### config.mk
export PLATFORM = sky130hd
export DESIGN_NAME = spinor_square_norm_kahan
export DESIGN_NICKNAME = d
export VERILOG_FILES = /design/src/rtl/spsn_pkg.sv /design/src/rtl/spsn_front.sv /design/src/rtl/spsn_back.sv /design/src/rtl/spinor_square_norm_kahan.sv
export SDC_FILE = /design/constraint.sdc
export NUM_CORES = 2
export LEC_CHECK = 0
export ABC_AREA = 1
export BUFFER_PORTS_ARGS = -buffer_cell sky130_fd_sc_hd__buf_2
export CORE_UTILIZATION = 45
export DETAILED_ROUTE_END_ITERATION = 12
export GPL_ROUTABILITY_DRIVEN = 0
export GPL_TIMING_DRIVEN = 0
export PLACE_DENSITY = 0.59
export SYNTH_ARGS = -nofsm -noshare
export SYNTH_HDL_FRONTEND = slang
export SYNTH_HIERARCHICAL = 1
export SYNTH_SLANG_ARGS = --single-unit
### constraint.sdc
create_clock -name clk -period 23.8 [get_ports clk]
set_input_delay 1.19 -clock clk [delete_from_list [all_inputs] [get_ports clk]]
set_output_delay 1.19 -clock clk [all_outputs]
set_load 0.1 [all_outputs]
### src/rtl/spsn_pkg.sv
`timescale 1ns / 1ps
// ----------------------------------------------------------------------------
// spsn_pkg
// Shared types and binary32 arithmetic helpers for the spinor norm block.
// ----------------------------------------------------------------------------
package spsn_pkg;

    localparam int unsigned QUEUE_DEPTH = 2;
    localparam logic [31:0] QNAN = 32'h7FC0_0000;
    localparam logic [31:0] PINF = 32'h7F80_0000;

    // last step of a site-open request, of a site-closing one, and of a final one
    localparam logic [3:0] STEP_OPEN_END  = 4'd7;
    localparam logic [3:0] STEP_CLOSE_END = 4'd11;
    localparam logic [3:0] STEP_EMIT      = 4'd12;

    typedef struct packed {
        logic [2:0][31:0] re;
        logic [2:0][31:0] im;
        logic             close_site;
        logic             last;
    } item_t;

    typedef struct packed {
        logic  valid;
        item_t item;
    } head_t;

    // Round value n * 2^x to binary32, round to nearest even, subnormals kept.
    function automatic logic [31:0] round_pack(input logic s, input logic [63:0] n,
                                               input int x);
        int          l;
        int          sh;
        int          fe;
        logic [63:0] q;
        logic [63:0] mask;
        logic        g;
        logic        st;
        l = 0;
        for (int i = 0; i < 64; i++) begin
            if (n[i]) l = i;
        end
        if (n == 64'd0) return {s, 31'd0};
        sh = l - 23;
        if (sh < -149 - x) sh = -149 - x;
        if (sh > 64) begin
            q  = 64'd0;
            g  = 1'b0;
            st = 1'b1;
        end else if (sh > 0) begin
            q    = n >> sh;
            g    = n[sh-1];
            mask = (64'd1 << (sh - 1)) - 64'd1;
            st   = |(n & mask);
        end else begin
            q  = n << (-sh);
            g  = 1'b0;
            st = 1'b0;
        end
        q = q + {63'd0, g & (st | q[0])};
        if (q[24]) begin
            q  = q >> 1;
            sh = sh + 1;
        end
        fe = q[23] ? sh + x + 150 : 0;
        if (fe >= 255) return {s, PINF[30:0]};
        return {s, fe[7:0], q[22:0]};
    endfunction

    function automatic logic [31:0] fsq(input logic [31:0] a);
        logic [7:0]  e;
        logic [23:0] m;
        logic [63:0] p;
        int          ex;
        e = a[30:23];
        if (e == 8'hFF) return (a[22:0] != 23'd0) ? QNAN : PINF;
        m  = {e != 8'd0, a[22:0]};
        ex = (e == 8'd0) ? 1 : int'(e);
        p  = {40'd0, m} * {40'd0, m};
        return round_pack(1'b0, p, 2 * ex - 300);
    endfunction

    function automatic logic [31:0] fadd(input logic [31:0] a, input logic [31:0] b);
        logic [31:0] hi;
        logic [31:0] lo;
        logic [63:0] na;
        logic [63:0] nb;
        logic [63:0] nr;
        logic [63:0] sb;
        logic        st;
        logic        sr;
        int          eh;
        int          el;
        int          d;
        if ((a[30:23] == 8'hFF && a[22:0] != 23'd0) ||
            (b[30:23] == 8'hFF && b[22:0] != 23'd0)) return QNAN;
        if (a[30:23] == 8'hFF && b[30:23] == 8'hFF)
            return (a[31] != b[31]) ? QNAN : a;
        if (a[30:23] == 8'hFF) return a;
        if (b[30:23] == 8'hFF) return b;
        if (a[30:23] >= b[30:23]) begin
            hi = a;
            lo = b;
        end else begin
            hi = b;
            lo = a;
        end
        eh = (hi[30:23] == 8'd0) ? 1 : int'(hi[30:23]);
        el = (lo[30:23] == 8'd0) ? 1 : int'(lo[30:23]);
        d  = eh - el;
        na = {37'd0, hi[30:23] != 8'd0, hi[22:0], 3'd0};
        sb = {37'd0, lo[30:23] != 8'd0, lo[22:0], 3'd0};
        if (d >= 27) begin
            nb = {63'd0, sb != 64'd0};
        end else begin
            st = |(sb & ((64'd1 << d) - 64'd1));
            nb = (sb >> d) | {63'd0, st};
        end
        if (hi[31] == lo[31]) begin
            nr = na + nb;
            sr = hi[31];
        end else if (na >= nb) begin
            nr = na - nb;
            sr = hi[31];
        end else begin
            nr = nb - na;
            sr = lo[31];
        end
        if (nr == 64'd0) return {a[31] & b[31], 31'd0};
        return round_pack(sr, nr, eh - 153);
    endfunction

endpackage

### src/rtl/spsn_front.sv
`timescale 1ns / 1ps
// ----------------------------------------------------------------------------
// spsn_front
// Accepts requests, tags site close / vector end, and queues them.
// ----------------------------------------------------------------------------
module spsn_front
    import spsn_pkg::*;
#(
    parameter int unsigned DEPTH = QUEUE_DEPTH
)
(
    input  logic             clk,
    input  logic             rst_n,
    input  logic             in_valid,
    output logic             in_ready,
    input  logic [2:0][31:0] re,
    input  logic [2:0][31:0] im,
    input  logic [1:0]       spin_index,
    input  logic             last_site,
    output head_t            head,
    input  logic             pop
);

    localparam int unsigned PW = (DEPTH > 1) ? $clog2(DEPTH) : 1;

    item_t               mem_reg [DEPTH];
    logic [PW-1:0]       wr_reg;
    logic [PW-1:0]       wr_next;
    logic [PW-1:0]       rd_reg;
    logic [PW-1:0]       rd_next;
    logic [PW:0]         cnt_reg;
    logic [PW:0]         cnt_next;
    logic                push;
    item_t               in_item;

    assign in_ready = (cnt_reg != (PW+1)'(DEPTH));
    assign push     = in_valid & in_ready;

    always_comb
    begin
        in_item.re         = re;
        in_item.im         = im;
        in_item.close_site = (spin_index == 2'd3);
        in_item.last       = (spin_index == 2'd3) & last_site;
    end

    always_comb
    begin
        wr_next  = wr_reg;
        rd_next  = rd_reg;
        cnt_next = cnt_reg;
        if (push)
        begin
            wr_next = (wr_reg == PW'(DEPTH - 1)) ? '0 : wr_reg + 1'b1;
        end
        if (pop)
        begin
            rd_next = (rd_reg == PW'(DEPTH - 1)) ? '0 : rd_reg + 1'b1;
        end
        if (push & ~pop)
        begin
            cnt_next = cnt_reg + 1'b1;
        end
        else if (pop & ~push)
        begin
            cnt_next = cnt_reg - 1'b1;
        end
    end

    always_ff @(posedge clk or negedge rst_n)
    begin
        if (!rst_n)
        begin
            wr_reg  <= '0;
            rd_reg  <= '0;
            cnt_reg <= '0;
        end
        else
        begin
            wr_reg  <= wr_next;
            rd_reg  <= rd_next;
            cnt_reg <= cnt_next;
        end
    end

    always_ff @(posedge clk)
    begin
        if (push)
        begin
            mem_reg[wr_reg] <= in_item;
        end
    end

    assign head.valid = (cnt_reg != '0);
    assign head.item  = mem_reg[rd_reg];

endmodule

### src/rtl/spsn_back.sv
`timescale 1ns / 1ps
// ----------------------------------------------------------------------------
// spsn_back
// Step sequencer over one squaring unit and one binary32 adder.
// ----------------------------------------------------------------------------
module spsn_back
    import spsn_pkg::*;
(
    input  logic        clk,
    input  logic        rst_n,
    input  head_t       head,
    output logic        pop,
    output logic        out_valid,
    input  logic        out_ready,
    output logic [31:0] norm
);

    logic [3:0]  step_reg;
    logic [3:0]  step_next;
    logic [31:0] m_reg;
    logic [31:0] t_reg;
    logic [31:0] acc_reg;
    logic [31:0] rs_reg;
    logic [31:0] cmp_reg;
    logic [31:0] tr_reg;
    logic [31:0] ts_reg;
    logic [31:0] norm_reg;
    logic        out_valid_reg;
    logic        run;
    logic        out_free;
    logic [1:0]  mul_sel;
    logic [31:0] mul_in;
    logic [31:0] mul_out;
    logic [31:0] add_a;
    logic [31:0] add_b;
    logic [31:0] add_y;
    logic        fin;

    assign out_free = ~out_valid_reg | out_ready;
    assign run      = head.valid & ((step_reg != STEP_EMIT) | out_free);

    // steps 6 and 7 square nothing that is used; keep the index in range
    always_comb
    begin
        mul_sel = (step_reg[2:1] == 2'd3) ? 2'd2 : step_reg[2:1];
        mul_in  = step_reg[0] ? head.item.im[mul_sel] : head.item.re[mul_sel];
        mul_out = fsq(mul_in);
    end

    always_comb
    begin
        add_a = t_reg;
        add_b = m_reg;
        case (step_reg)
            4'd3, 4'd5, 4'd7:
            begin
                add_a = acc_reg;
                add_b = t_reg;
            end
            4'd8:
            begin
                add_a = acc_reg;
                add_b = cmp_reg;
            end
            4'd9:
            begin
                add_a = tr_reg;
                add_b = rs_reg;
            end
            4'd10:
            begin
                add_a = ts_reg;
                add_b = {~rs_reg[31], rs_reg[30:0]};
            end
            4'd11:
            begin
                add_a = tr_reg;
                add_b = {~t_reg[31], t_reg[30:0]};
            end
            4'd12:
            begin
                add_a = rs_reg;
                add_b = cmp_reg;
            end
            default:
            begin
                add_a = t_reg;
                add_b = m_reg;
            end
        endcase
        add_y = fadd(add_a, add_b);
    end

    always_comb
    begin
        fin = 1'b0;
        if (step_reg == STEP_OPEN_END && !head.item.close_site) fin = 1'b1;
        if (step_reg == STEP_CLOSE_END && !head.item.last)      fin = 1'b1;
        if (step_reg == STEP_EMIT)                               fin = 1'b1;
        pop       = run & fin;
        step_next = fin ? 4'd0 : step_reg + 4'd1;
    end

    always_ff @(posedge clk or negedge rst_n)
    begin
        if (!rst_n)
        begin
            step_reg      <= 4'd0;
            out_valid_reg <= 1'b0;
            acc_reg       <= '0;
            rs_reg        <= '0;
            cmp_reg       <= '0;
        end
        else
        begin
            if (run && step_reg == STEP_EMIT)
            begin
                out_valid_reg <= 1'b1;
            end
            else if (out_ready)
            begin
                out_valid_reg <= 1'b0;
            end
            if (run)
            begin
                step_reg <= step_next;
                case (step_reg)
                    4'd3, 4'd5, 4'd7: acc_reg <= add_y;
                    4'd10:            rs_reg  <= ts_reg;
                    4'd11:
                    begin
                        cmp_reg <= add_y;
                        acc_reg <= '0;
                    end
                    4'd12:
                    begin
                        rs_reg  <= '0;
                        cmp_reg <= '0;
                    end
                    default: ;
                endcase
            end
        end
    end

    always_ff @(posedge clk)
    begin
        if (run)
        begin
            m_reg <= mul_out;
            case (step_reg)
                4'd1, 4'd3, 4'd5: t_reg <= m_reg;
                4'd2, 4'd4, 4'd6: t_reg <= add_y;
                4'd8:             tr_reg <= add_y;
                4'd9:             ts_reg <= add_y;
                4'd10:            t_reg <= add_y;
                4'd12:            norm_reg <= add_y;
                default: ;
            endcase
        end
    end

    assign out_valid = out_valid_reg;
    assign norm      = norm_reg;

endmodule

### src/rtl/spinor_square_norm_kahan.sv
`timescale 1ns / 1ps
// ----------------------------------------------------------------------------
// spinor_square_norm_kahan
// Streaming Kahan-compensated binary32 squared norm of a spinor vector.
// ----------------------------------------------------------------------------
// Input channel (in_valid/in_ready): one spin component of a site per request,
// three complex binary32 values plus spin_index and last_site. spin_index 3
// closes the site; last_site on that request ends the vector.
// Output channel (out_valid/out_ready): one norm per vector, in binary32 bits.
// Requests land in a 2-entry queue; the back end walks each one through one
// squaring unit and one adder, a step per cycle while a request is queued:
//   site-open request  : squares its six values into the site sum
//   site-closing       : also folds the site sum into the Kahan sum
//   vector-ending      : also adds in the compensation and registers the norm
// Sharing the two units sets the pace. Queue and output register let input keep
// flowing while a norm waits; if out_ready stays low the back end holds on
// its final step and the queue then fills and drops in_ready.
// Reset clears queue, sums and compensation to +0 and drops out_valid.
// ----------------------------------------------------------------------------
module spinor_square_norm_kahan
    import spsn_pkg::*;
#(
    parameter int unsigned DEPTH = QUEUE_DEPTH
)
(
    input  logic        clk,
    input  logic        rst_n,
    input  logic        in_valid,
    output logic        in_ready,
    input  logic [31:0] c0_re,
    input  logic [31:0] c0_im,
    input  logic [31:0] c1_re,
    input  logic [31:0] c1_im,
    input  logic [31:0] c2_re,
    input  logic [31:0] c2_im,
    input  logic [1:0]  spin_index,
    input  logic        last_site,
    output logic        out_valid,
    input  logic        out_ready,
    output logic [31:0] norm
);

    head_t            head;
    logic             pop;
    logic [2:0][31:0] re;
    logic [2:0][31:0] im;

    assign re = {c2_re, c1_re, c0_re};
    assign im = {c2_im, c1_im, c0_im};

    spsn_front #(
        .DEPTH (DEPTH)
    ) u_front (
        .clk        (clk),
        .rst_n      (rst_n),
        .in_valid   (in_valid),
        .in_ready   (in_ready),
        .re         (re),
        .im         (im),
        .spin_index (spin_index),
        .last_site  (last_site),
        .head       (head),
        .pop        (pop)
    );

    spsn_back u_back (
        .clk       (clk),
        .rst_n     (rst_n),
        .head      (head),
        .pop       (pop),
        .out_valid (out_valid),
        .out_ready (out_ready),
        .norm      (norm)
    );

endmodule
# Word-level counts from Yosys, hierarchy flattened
# Memories as Yosys holds them, arrays and structs flattened.
# Cells that the tools add are included.
# W data, S select, Z words.
word_totals:
  latch_bits: 0
  out_inout_bits: 34
  ff_bits: 265
  n_memories: 1
  romBits: 0
  input_bits: 199
  wordCells: 449
  mem_bits_rw: 388
memory_table:
  columns: ["name", "depth", "width", "read_ports", "rd_clocked_by_memory_dff", "write_ports", "line_no", "text"]
  rows:
  - ["u_front.mem_reg", 2, 194, 1, 0, 1, "spsn_front.sv:26", "item_t mem_reg [DEPTH];"]
op_classes:
  addsub: 30
  n_shift: 8
  n_lt_le_gt_ge: 14
  n_reduce_logical: 44
  eq_ne: 21
  mux: 295
  n_div: 0
  n_bitwise: 22
  n_mul: 1
ops:
  columns: ["cell", "count"]
  rows:
  - ["$mux W32", 59]
  - ["$mux W64", 11]
  - ["$mux W25", 12]
  - ["$mux W6", 48]
  - ["$pmux W32 S2", 4]
  - ["$mux W24", 10]
  - ["$reduce_or A64 Y1", 3]
  - ["$shl A1 B32 Y64 const A", 3]
  - ["$sub A64 B1 Y64 const B", 3]
  - ["$mux W5", 32]
  - ["$pmux W32 S5", 1]
  - ["$bmux W32 S2", 2]
  - ["$pmux W32 S4", 1]
  - ["$mux W31", 3]
  - ["$mux W1", 74]
  - ["$reduce_bool A23 Y1", 3]
  - ["$mux W4", 17]
  - ["$add A27 B64 Y64", 1]
  - ["$add A32 B2 Y32 const B", 2]
  - ["$add A32 B32 Y32", 2]
  - ["$add A32 B9 Y32 const B", 2]
  - ["$and A27 B64 Y64", 1]
  - ["$and A48 B64 Y64", 1]
  - ["$and A64 B64 Y64", 1]
  - ["other kinds (61)", 139]

# Depth between registers and ports, before layout
depth:
  word_depth: 156
  mapped_depth: 187
  ltp_nobuf: 176

# Modules after synthesis
# Netlist, hierarchy kept.
modules_own_cells:
  columns: ["module", "area_per_inst_um2", "seq_area_each_um2", "n_inst", "cells_each"]
  rows:
  - ["spsn_back", 55892.4, 7302.0, 1, 8676]
  - ["spsn_front", 14846.7, 11751.3, 1, 634]

# Least setup slack after synthesis
# OpenSTA, ideal clock, no wires.
synth_path:
  path_type: "register to register"
  from: "register u_back.step_reg[1]"
  to: "register u_back.norm_reg[6], in the netlist u_back/norm[6] (data pin)"
  setup_time_ns: 0.168
  path_buffers: 17
  required_time_ns: 23.632
  path_stages_with_launch: 163
  period_less_slack_ns: 21.815
  slack_ns: 1.985
  arrival_time_ns: 21.647
  cell_sequence: "dfrtp_1 -> clkbuf_1 -> inv_2 -> clkbuf_1 -> clkbuf_1 -> ha_1 -> nand2_2 -> nand2_1 -> inv_2 -> nand3_2 -> inv_2 -> buf_2 -> nand2_1 -> o21ai_0 -> nor4_1 -> inv_1 -> ha_1 -> a21oi_1 -> [... 127 more ...] -> a21o_1 -> a21oi_1 -> o21bai_1 -> a21o_1 -> a21oi_1 -> o21ai_0 -> nand3_1 -> nand2_1 -> or2_2 -> a2111oi_0 -> and3_1 -> nand3_1 -> o21ai_1 -> nor2_2 -> a21oi_4 -> buf_6 -> nand3_1 -> a21oi_1"
synth_between:
  elab_chain_cells: 147
  word_cells_on_any_way: 244
  cone_classes: "add/sub: 15; order compare: 7; eq/ne: 12; shift: 5; mux: 182; bitwise: 5; reduce/logical: 18"
synth_rtl:
  columns: ["item", "line_no", "text"]
  rows:
  - ["from (decl)", "spsn_back.sv:18", "logic [3:0] step_reg;"]
  - ["from (signal assigned)", "spsn_back.sv:126", "step_reg <= step_next;"]
  - ["$eq A4 B2 Y1, or another cell as far along", "spsn_back.sv:54", "case (step_reg)"]
  - ["$reduce_or A4 Y1 (no source line), or another cell as far along", null, null]
  - ["$pmux W32 S4 / $pmux W32 S5 (equally long branches)", "spsn_back.sv:54", null]
  - ["$ge A8 B8 Y1", "spsn_pkg.sv:101", "if (a[30:23] >= b[30:23]) begin"]
  - ["$mux W32 (2 in series)", "spsn_pkg.sv:101", null]
  - ["$mux W32", "spsn_pkg.sv:100", "if (b[30:23] == 8'hFF) return b;"]
  - ["$mux W32", "spsn_pkg.sv:99", "if (a[30:23] == 8'hFF) return a;"]
  - ["$mux W32", "spsn_pkg.sv:97", "if (a[30:23] == 8'hFF && b[30:23] == 8'hFF)"]
  - ["[... 131 more ...]", null, null]
  - ["$mux W32", "spsn_pkg.sv:67", "return {s, fe[7:0], q[22:0]};"]
  - ["$mux W32", "spsn_pkg.sv:44", "sh = l - 23;"]
  - ["$mux W32", "spsn_pkg.sv:130", "return round_pack(sr, nr, eh - 153);"]
  - ["$mux W32", "spsn_pkg.sv:101", null]
  - ["$mux W32", "spsn_pkg.sv:100", null]
  - ["$mux W32", "spsn_pkg.sv:99", null]
  - ["$mux W32 (*)", "spsn_pkg.sv:97", null]
  - ["named net u_back.add_y[6]", "spsn_back.sv:36", "logic [31:0] add_y;"]
  - ["to (signal assigned)", "spsn_back.sv:157", "4'd12: norm_reg <= add_y;"]
  - ["to (decl)", "spsn_back.sv:27", "logic [31:0] norm_reg;"]
# The timed path passes the listed nets; every way through them passes the cells marked *. The select of a mux whose other input is x is not followed.
# A chain may end at the register's enable or synchronous reset.

# Worst setup path in the final report
layout_path:
  from: "register u_back.step_reg[1]"
  to: "register u_back.ts_reg[1] (data pin)"
layout_between:
  elab_chain_cells: 147
  word_cells_on_any_way: 244
  cone_classes: "add/sub: 15; order compare: 7; eq/ne: 12; shift: 5; mux: 182; bitwise: 5; reduce/logical: 18"
layout_rtl:
  columns: ["item", "line_no", "text"]
  rows:
  - ["$eq A4 B2 Y1, or another cell as far along", "spsn_back.sv:54", null]
  - ["$reduce_or A4 Y1 (no source line), or another cell as far along", null, null]
  - ["$pmux W32 S4 / $pmux W32 S5 (equally long branches)", "spsn_back.sv:54", null]
  - ["$ge A8 B8 Y1", "spsn_pkg.sv:101", null]
  - ["$mux W32 (2 in series)", "spsn_pkg.sv:101", null]
  - ["$mux W32", "spsn_pkg.sv:100", null]
  - ["$mux W32", "spsn_pkg.sv:99", null]
  - ["$mux W32", "spsn_pkg.sv:97", null]
  - ["[... 131 more ...]", null, null]
  - ["$mux W32", "spsn_pkg.sv:67", null]
  - ["$mux W32", "spsn_pkg.sv:44", null]
  - ["$mux W32", "spsn_pkg.sv:130", null]
  - ["$mux W32", "spsn_pkg.sv:101", null]
  - ["$mux W32", "spsn_pkg.sv:100", null]
  - ["$mux W32", "spsn_pkg.sv:99", null]
  - ["$mux W32 (*)", "spsn_pkg.sv:97", null]
  - ["named net u_back.add_y[1]", "spsn_back.sv:36", null]
  - ["to (signal assigned)", "spsn_back.sv:155", "4'd9: ts_reg <= add_y;"]
  - ["to (decl)", "spsn_back.sv:26", "logic [31:0] ts_reg;"]
# Marked as above.

==> run_results.csv <==
group,metric,value,unit
die,core,0.155,mm2
sta,max_freq,44.1,MHz
setup_path,crit_path_top_delay_cell,"o21ai_0",
route,ant_nets,0,
setup_path,cp_slowest_stage_delay,600,ps
sta,tightest_slew,1460,ps
clocking,clk_path_buf_depth,3,
clocking,cts_inserted_buffers,66,
route,vias,68400,
grt,grt_antenna_before_repair,37,
grt,grt_util_all_layers,31.7,%
cells_and_area,fillers,15200,
grt,grt-ovfl-total,0,
run,maxCapViolCount,1,
setup_path,required,24210,ps
place,place.detailed.hpwl,206,mm
sta,maxSlewHeadroom,1.40,%
grt,grt_start_max_net_pins,77,
clocking,path_clk_slew,60,ps
setup_path,path_class,"register to register",
place,io_buffer_count,226,
clocking,clk_latency,640,ps
clocking,cts_tree,"done",
cells_and_area,largest_reg_flops,376,
sta,slew_violations,0,
clocking,root_buffer,"clkbuf_16",
logic_synthesis,syn_avg_cell_area,7.56,um2
setup_path,worstPathArrival,23080,ps
cells_and_area,fin_util,51.6,%
route,first_pass_iters,9,
sta,hold_violations,0,
route,drt_iter0_markers,7448,
sta,clock_skew,27.0,ps
setup_path,cp-start-kind,"register",
clocking,cts.sinks,640,
cells_and_area,final_cells,11800,
cells_and_area,drive_gt1_share,13.8,%
logic_synthesis,yosysWarnings,6,
logic_synthesis,syn_inst,9292,
setup_path,rrSetupSlack,1120,ps
clocking,cts_hold_buf,0,
route,wl_per_cell,21.8,um
logic_synthesis,synthesis.nets,10300,
die,die_area,0.158,mm2
setup_path,critPathMaxFanout,19,
setup_path,cpMostUsedCell,"nand2_1",
sta,period_share,95.3,%
setup_path,crit_path_end_kind,"register",
route,routed_wl,257,mm
die,die_y,397,um
die,rows,144,
cells_and_area,fin_nets,10800,
sta,setup_viol,0,
place,dp_cells,11600,
outcome,violations,"capacitance limit",
sta,finalCriticalPeriod,22680,ps
route,drc,0,
outcome,status,"finished with violations",
grt,grt_pass1_wl,385,mm
clocking,htree_levels,3,
logic_synthesis,synth.cell_area,0.0703,mm2
hold_path,hp-class,"primary input to async pin",
grt,grt_pass1_vias,65700,
die,die_w,397,um
cells_and_area,syn_to_final_growth,13.6,%
route,via_per_inst,5.80,
die,start_util,45.5,%
die,ios,233,
worst max-delay path, delay by kind of cell, from the launching register on:
family	cells	cell delay, ps
AOI/OAI and AO/OA	33	6090
xor gates and xnor gates	3	780
adders and majority gates	9	2600
buffers and inverters	32	4070
DFF	1	420
and+or+nand+nor	71	8350
path summary, 6_finish.rpt:
check                                          startpoint                             end  cells past startpoint
setup / recovery           u_back/step_reg[1]$_DFFE_PN0P_      u_back/ts_reg[1]$_DFFE_PP_                    148
hold / removal                                      rst_n   u_back/cmp_reg[9]$_DFFE_PN0P_                      1
setup reg to reg           u_back/step_reg[1]$_DFFE_PN0P_      u_back/ts_reg[1]$_DFFE_PP_                    148
hold reg to reg             u_back/acc_reg[2]$_DFFE_PN0P_   u_back/acc_reg[2]$_DFFE_PN0P_                      2
max in group asynchronous                           rst_n  u_back/step_reg[0]$_DFFE_PN0P_                      2
min in group clk            u_back/acc_reg[2]$_DFFE_PN0P_   u_back/acc_reg[2]$_DFFE_PN0P_                      2
stage by stage:
stage / hold WS [ps] / worst slack (ps) / TNS [ps] / area (um2)
after global placement: 463 / -7940 / -1440270 / 74000
after CTS: 417 / 9.65 / 0 / 77900
final: 435 / 1120 / 0 / 79800
after floorplan: 449 / 1980 / 0 / 70300
after global routing: 439 / -130 / -9890 / 79800
after detailed placement: 466 / -8160 / -1491320 / 74400
layer usage:
metal / part of all wire, % / wire [um] / GRT usage (%)
met1: 39 / 99500 / 39.4
met2: 46 / 117000 / 51.6
met3: 8.7 / 22400 / 6.47
met4: 6.7 / 17300 / 17.1
met5: 0.15 / 376 / 0
cells in the final DEF, fill, tap and decap left out, types with 72 or more instances in the layout:
cell	n
nand4_1	189
fa_1	427
nand2_1	2151
mux2_4	145
buf_2	309
buf_4	115
ha_1	409
a21oi_1	375
nand3_1	864
nand2_2	94
edfxtp_1	535
o21ai_0	349
dfrtp_1	104
xor2_1	121
clkbuf_1	134
o21ai_1	72
nor2_1	818
inv_1	1261
area by class of cell:
type	instances	area (um2)	share of cell area [%]
antenna	7	17.5	0.0219
buffer	377	2270	2.84
clock buffer	83	1750	2.19
clock inverter	39	428	0.536
inverter	1324	5040	6.32
multi-input combinational	6943	46700	58.4
sequential	640	18700	23.4
tap	2044	2560	3.20
timing repair buffer	348	2400	3.01
timing repair inverter	1	7.51	0.00940
timing repair:
action                     4_1_cts  5_1_grt
buffers inserted                32       73
gates cloned                     2        0
pin swaps                       28       86
resized for setup              311      432
setup endpoints to repair      217      217
hold endpoints to repair         0        0
Power is left out: the tool's default activity adds up to more than one toggle a clock period on the data nets, which glitch-free logic cannot reach.
